===== config.mk =====
export PLATFORM = sky130hd
export DESIGN_NAME = cib62_ctrl
export DESIGN_NICKNAME = d
export VERILOG_FILES = /design/src/rtl/cib62_pkg.sv /design/src/rtl/cib62_ctrl.sv
export VERILOG_INCLUDE_DIRS = /design/src /design/src/rtl
export SDC_FILE = /design/constraint.sdc
export NUM_CORES = 1
export LEC_CHECK = 0
export ABC_CLOCK_PERIOD_IN_PS = 2100
export BUFFER_PORTS_ARGS = -buffer_cell sky130_fd_sc_hd__buf_2
export CAP_MARGIN = 20
export CORE_AREA = 2 2 39 41
export DETAILED_ROUTE_END_ITERATION = 7
export DIE_AREA = 0 0 41 43
export PLACE_DENSITY_LB_ADDON = 0.1
export SYNTH_ARGS = -nofsm -noshare
export SYNTH_HDL_FRONTEND = slang
export SYNTH_SLANG_ARGS = --single-unit
export TNS_END_PERCENT = 50

===== constraint.sdc =====
create_clock -name i_clk -period 2.1 [get_ports i_clk]
set_clock_uncertainty 0.15 [all_clocks]
set_input_delay 0.21 -clock i_clk [delete_from_list [all_inputs] [get_ports i_clk]]
set_output_delay 0.21 -clock i_clk [all_outputs]
set_load 0.01 [all_outputs]

===== src/rtl/assert_macros.svh =====
// assertion macros shared by the rtl modules
// no dependencies
`ifndef ASSERT_MACROS_SVH
`define ASSERT_MACROS_SVH

// same-cycle implication, disabled in reset
`define ASSERT_IMPL(lbl, clk, rst_n, ante, cons) \
    lbl: assert property (@(posedge clk) disable iff (!rst_n) (ante) |-> (cons)) \
        else $error("same-cycle implication failed");

// next-cycle implication, disabled in reset
`define ASSERT_NEXT(lbl, clk, rst_n, ante, cons) \
    lbl: assert property (@(posedge clk) disable iff (!rst_n) (ante) |=> (cons)) \
        else $error("next-cycle implication failed");

// invariant, disabled in reset
`define ASSERT_ALWAYS(lbl, clk, rst_n, prop) \
    lbl: assert property (@(posedge clk) disable iff (!rst_n) (prop)) \
        else $error("invariant failed");

`endif


===== src/rtl/cib62_pkg.sv =====
// types, constants and helper functions of the base62 id encoder
// no dependencies
package cib62_pkg;

    localparam int ID_W           = 64;
    localparam int CHAR_W         = 7;
    localparam int MAXD_W         = 4;
    localparam int DIGIT_W        = 6;
    localparam int DIGIT_SLOTS_DEF = 13;

    localparam int CFG_IDX_W      = 1;
    localparam int CFG_DATA_W     = MAXD_W;
    localparam logic [CFG_IDX_W-1:0] CFG_CASE_SENSITIVE = 1'b0;
    localparam logic [CFG_IDX_W-1:0] CFG_MAX_DIGITS     = 1'b1;
    localparam logic              CASE_SENSITIVE_RST = 1'b1;
    localparam logic [MAXD_W-1:0] MAX_DIGITS_RST     = 4'd13;

    // long division by the radix, one chunk of the id per step
    localparam int CHUNK_W     = 16;
    localparam int CHUNK_CNT   = ID_W / CHUNK_W;
    localparam int CHUNK_IDX_W = $clog2(CHUNK_CNT);
    localparam int X_W         = DIGIT_W + CHUNK_W;
    localparam int RADIX_W     = DIGIT_W + 1;

    localparam int RADIX_FULL  = 62;
    localparam int LOWER_COUNT = 26;
    localparam int RADIX_SHORT = RADIX_FULL - LOWER_COUNT;
    localparam int DEC_COUNT   = 10;

    // reciprocal estimate is low by at most one for any chunk dividend
    localparam int RECIP_SHIFT = 24;
    localparam int RECIP_W     = 19;
    localparam int PROD_W      = X_W + RECIP_W;
    localparam logic [RECIP_W-1:0] RECIP_FULL  =
        RECIP_W'((64'd1 << RECIP_SHIFT) / RADIX_FULL);
    localparam logic [RECIP_W-1:0] RECIP_SHORT =
        RECIP_W'((64'd1 << RECIP_SHIFT) / RADIX_SHORT);

    localparam logic [CHAR_W-1:0] ASCII_ZERO    = 7'h30;
    localparam logic [CHAR_W-1:0] ASCII_UPPER_A = 7'h41;
    localparam logic [CHAR_W-1:0] ASCII_LOWER_A = 7'h61;
    localparam logic [CHAR_W-1:0] CHAR_NONE     = 7'h00;

    typedef enum logic [2:0] {
        ST_IDLE,
        ST_CHECK,
        ST_DIV,
        ST_EMPTY,
        ST_EMIT
    } t_state;

    typedef struct packed {
        logic load;
        logic step;
        logic emit_empty;
        logic emit_char;
    } t_cmd;

    typedef struct packed {
        logic value_zero;
        logic at_limit;
        logic count_zero;
        logic count_one;
        logic last_chunk;
        logic out_free;
    } t_sts;

    function automatic logic [CHAR_W-1:0] digit_char(input logic [DIGIT_W-1:0] d);
        logic [CHAR_W-1:0] c;
        logic [CHAR_W-1:0] dx;
        dx = CHAR_W'(d);
        priority if (int'(d) < DEC_COUNT) begin
            c = ASCII_ZERO + dx;
        end else if (int'(d) < RADIX_SHORT) begin
            c = ASCII_UPPER_A + dx - CHAR_W'(DEC_COUNT);
        end else if (int'(d) < RADIX_FULL) begin
            c = ASCII_LOWER_A + dx - CHAR_W'(RADIX_SHORT);
        end else begin
            c = ASCII_ZERO;
        end
        return c;
    endfunction

endpackage


===== src/rtl/cib62_ctrl.sv =====
// controller: sequences load, divide steps, empty result and character emission
// depends on cib62_pkg and assert_macros.svh
`include "assert_macros.svh"

module cib62_ctrl import cib62_pkg::*; (
    input  logic i_clk,
    input  logic i_rst_n,
    input  logic i_in_valid,
    output logic o_in_ready,
    input  t_sts i_sts,
    output t_cmd o_cmd
);

    t_state r_state, n_state;

    always_comb begin
        n_state = r_state;
        unique case (r_state)
            ST_IDLE: begin
                if (i_in_valid) begin
                    n_state = ST_CHECK;
                end
            end
            ST_CHECK: begin
                priority if (i_sts.value_zero || i_sts.at_limit) begin
                    n_state = i_sts.count_zero ? ST_EMPTY : ST_EMIT;
                end else begin
                    n_state = ST_DIV;
                end
            end
            ST_DIV: begin
                if (i_sts.last_chunk) begin
                    n_state = ST_CHECK;
                end
            end
            ST_EMPTY: begin
                if (i_sts.out_free) begin
                    n_state = ST_IDLE;
                end
            end
            ST_EMIT: begin
                if (i_sts.out_free && i_sts.count_one) begin
                    n_state = ST_IDLE;
                end
            end
            default: n_state = ST_IDLE;
        endcase
    end

    always_comb begin
        o_in_ready = 1'b0;
        o_cmd      = '0;
        unique case (r_state)
            ST_IDLE: begin
                o_in_ready = 1'b1;
                o_cmd.load = i_in_valid;
            end
            ST_CHECK: begin
            end
            ST_DIV: begin
                o_cmd.step = 1'b1;
            end
            ST_EMPTY: begin
                o_cmd.emit_empty = i_sts.out_free;
            end
            ST_EMIT: begin
                o_cmd.emit_char = i_sts.out_free;
            end
            default: begin
            end
        endcase
    end

    always_ff @(posedge i_clk) begin
        if (!i_rst_n) begin
            r_state <= ST_IDLE;
        end else begin
            r_state <= n_state;
        end
    end

    `ASSERT_NEXT(a_load_to_check, i_clk, i_rst_n, o_cmd.load, r_state == ST_CHECK)
    `ASSERT_IMPL(a_emit_has_digit, i_clk, i_rst_n, o_cmd.emit_char, !i_sts.count_zero)
    `ASSERT_IMPL(a_step_below_limit, i_clk, i_rst_n, o_cmd.step, !i_sts.at_limit)
    `ASSERT_IMPL(a_emit_has_room, i_clk, i_rst_n, o_cmd.emit_char || o_cmd.emit_empty, i_sts.out_free)

endmodule


Yosys cells after proc, flatten, opt, wreduce, memory -nomap -nowiden
Cells that the tools add are included.
{"block": "totals", "regBits": 3, "latch_bits": 0, "ram_bits": 0, "mem_bits_ro": 0, "in_bits": 9, "word_cells": 25, "mem_count": 0}
{"block": "op_classes", "n_addsub": 0, "multipliers": 0, "div_mod_pow": 0, "order_cmp": 0, "n_eq_ne": 8, "shift": 0, "muxes": 12, "n_bitwise": 0, "n_reduce_logical": 4}
{"op": "2-to-1 mux 3 bit", "count": 6}
{"op": "case mux 3 bit (5 select lines)", "count": 1}
{"op": "!= test 2 bit, second input constant", "count": 4}
{"op": "== test 3 x 2 -> 1 bit, second input constant", "count": 2}
{"op": "2-to-1 mux 1 bit", "count": 5}
{"op": "AND reduction 4 bit", "count": 1}
{"op": "== test 3 x 1 -> 1 bit, second input constant", "count": 1}
{"op": "== test 3 bit, second input constant", "count": 1}
{"op": "zero test 3 bit", "count": 1}
{"op": "logical AND 1 bit", "count": 1}
{"op": "logical OR 1 bit", "count": 1}

Logic depth before layout (Yosys ltp)
{"block": "depth", "word_depth": 3, "mapped_depth": 4}

Worst setup path after synthesis
OpenSTA, ideal clock, no wires.
{"block": "synth_timing", "path_kind": "flip-flop to output port", "start": "reg r_state[1]", "end": "out o_cmd[3] (netlist name)", "arrival_time_ns": 0.951, "required_ns": 1.740, "path_slack_ns": 0.789, "path_stages_with_launch": 4, "path_buffers": 1, "cell_sequence": "dfxtp_1 buf_2 nor3_1 and2_1"}
{"element": "start, declared", "line": "cib62_ctrl.sv:14", "text": "t_state r_state, n_state;"}
{"element": "start signal, assigned", "line": "cib62_ctrl.sv:78", "text": "r_state <= n_state;"}
{"element": "end, declared", "line": "cib62_ctrl.sv:11", "text": "output t_cmd o_cmd"}

==> impl_metrics.csv <==
group,metric,value,unit
floorplan,ios,14,
worst_hold_path,min_path_type,"in -> reg",
grt,overflow,0,
layout,postLayoutCoreUtil,23.06,%
synthesis,synthCells,26,
sta,hold_viol,0,
power,worst_ir_drop_vdd,0.0001626,V
layout,drive_above_1_share,45.24,%
synthesis,syn_area,212.7,um^2
job,maxCapViolCount,0,
sta,setup_ws,0.6455,ns
place,portBuffers,13,
floorplan,dieArea,1763,um^2
detailed_routing,wire_per_inst,9.724,um
layout,reg.largest.list,"r_state x3",
sta,rsz0062_at_grt,"no",
synthesis,syn-num-nets,35,
sta,worst_pin_slew,0.3294,ns
layout,largest_reg_flops,3,
layout,top_register,"r_state",
floorplan,die_x,41,um
sta,slew_violations,0,
detailed_routing,drt_iter0_drc,1,
detailed_routing,routed-via-count,244,
place,pre_cts_slack,0.8317,ns
floorplan,start_util,15.37,%
floorplan,core_region_area,1384,um^2
setup_path,worst-endpoint-required,1.74,ns
synthesis,ys_seq_area_share,28.24,%
power,p_leak,0.1350,nW
clock_tree,worstSkewPairLatency,0.23,ns
status,status,"completed",
floorplan,num_rows,14,
layout,regArea,60.06,um^2
worst_hold_path,hold_depth,3,
setup_path,cp_max_fo,10,
setup_path,worst_r2r_path_depth,2,
synthesis,synth_warnings,0,
place,dpl.hpwl,462,um
layout,nets,52,
worst_hold_path,min_from,"i_rst_n",
synthesis,yosysTopAreaCell,"dfxtp_1",
clock_tree,cts_resized,0,
setup_path,reg2reg_from,"r_state[1]",
layout,diodes,0,
detailed_routing,ant_nets,0,
synthesis,ys_top_cells_by_area,"dfxtp_1 (28%), nand2b_1 (8.8%), a211oi_1 (7.1%), and4bb_2 (5.9%), mux2_2 (5.3%)",
clock_tree,path_clk_slew,0.04,ns
setup_path,rrSetupSlack,0.83,ns
sta,fin_crit_sh,69.26,%
clock_tree,numCtsBuffers,3,
grt,grt_pass1_vias,240,
synthesis,synth.avg_cell_area,8.181,um^2
power,p_total,0.2230,mW
synthesis,synth_top_area_share,28.24,%
sta,fin_crit,1.454,ns
layout,nFillCells,163,
floorplan,die_h,43,um
layout,final_common_cell,"buf_2",
setup_path,path_class,"reg -> out",
setup_path,arrival,1.09,ns
detailed_routing,wirelength,564,um
detailed_routing,via_per_inst,4.207,
setup_path,crit_path_end_kind,"output pin",
clock_tree,ctsRootBufferMaster,"clkbuf_4",
worst_hold_path,holdPathEnd,"r_state[2]",
synthesis,ys_types,19,
grt,grtUsageTotal,9.319,%
sta,holdWs,0.08267,ns
setup_path,regToRegEndpoint,"r_state[0]",
clock_tree,clk_path_buf_depth,2,
layout,multiInputGateArea,147.6,um^2
grt,grt_pass1_wl,979,um
layout,final_cell_mix,"buf_2 (13), nand2b_1 (3), clkbuf_4 (3), dfxtp_1 (3)",
setup_path,slowest_stage,"dfxtp_1",
setup_path,cpPeakStageDelay,0.46,ns
setup_path,timing.critical_path.from,"r_state[1]",
sta,tns,0,ns
sta,maxClockFrequency,687.5,MHz
sta,setup_viol_count_final,0,
grt,antenna_found_initial,0,
synthesis,synth_seq_cells,3,
sta,slew_headroom,77.76,%
clock_tree,numClockSinks,3,
place,gp_congestion,0.7513,
detailed_routing,drt_first_pass_iters,2,
clock_tree,cts_setup_buffers,0,
clock_tree,cts_tree,"built",
detailed_routing,post-route-drc-count,0,
power,p_per_area,698.8,nW/um^2
clock_tree,ctsHoldBuffers,0,
grt,grt_max_degree,11,
layout,area_growth,50.00,%
setup_path,crit_chain,"and4bb_2 -> buf_2",
clock_tree,htreeDepth,1,
setup_path,start_kind,"register",
-- per-stage QoR --
step           cells  area (um^2)
2_1_floorplan     26        212.7
3_3_place_gp      54        292.8
3_5_place_dp      54        292.8
4_1_cts           58        319.1
5_1_grt           58        319.1
6_report          58        319.1
-- worst max-delay path by stage --
| stage | end | slack [ns] | cells past startpoint |
|---|---|---|---|
| global placement | r_state[0] | 0.85 | 2 |
| CTS | o_cmd[3] | 0.62 | 3 |
| detailed placement | r_state[0] | 0.83 | 2 |
| finish | o_cmd[0] | 0.65 | 2 |
| global route | o_cmd[3] | 0.56 | 3 |
| floorplan | o_cmd[3] | 0.79 | 3 |
-- cell usage after synthesis, drive strengths merged --
cell type and count:
a21oi 2, o21ai 1, nand2 2, and2 1
a211oi 2, or3b 1, nand2b 3, nor3 1
nand3b 1, nor3b 1, or3 1, nor2 2
nor2b 1, dfxtp 3, and4bb 1, buf 1
mux2 1, o311ai 1
-- routing by layer --
layer	share of wire (%)	up-vias	track usage, %
met5	0	-	0
met4	5.3	0	12.00
met3	5.3	4	4.712
met2	47	11	11.25
met1	42	102	9.585
li1	-	127	-
-- area by class of cell --
cell class | count | area share, %
clock buffers | 4 | 8.235
multi-input cells | 22 | 46.27
flip-flops and latches | 3 | 18.82
well taps | 16 | 6.275
repair buffers | 13 | 20.39
-- power breakdown --
part           switching, mW  internal (mW)
Combinational         0.0215         0.0263
Clock                 0.0316         0.0713
Sequential           0.00975         0.0625
Total                 0.0629          0.160
-- worst max-delay path: cells and delay by family (launching register included) --
| family | cells | cell delay, ns |
|---|---|---|
| flops | 1 | 0.46 |
| simple gates | 1 | 0.27 |
| buf+inv | 1 | 0.13 |
-- cell families (layout without fill, tap and decap cells) --
group                  count (synthesis)  count (layout)  synth area share [%]
and+or+nand+nor                       15              15                 44.13
DFF                                    3               3                 28.24
buffers and inverters                  1              17                 2.351
AOI/OAI and AO/OA                      6               6                 19.99
muxes                                  1               1                 5.294
(Power assumes the default switching activity.)
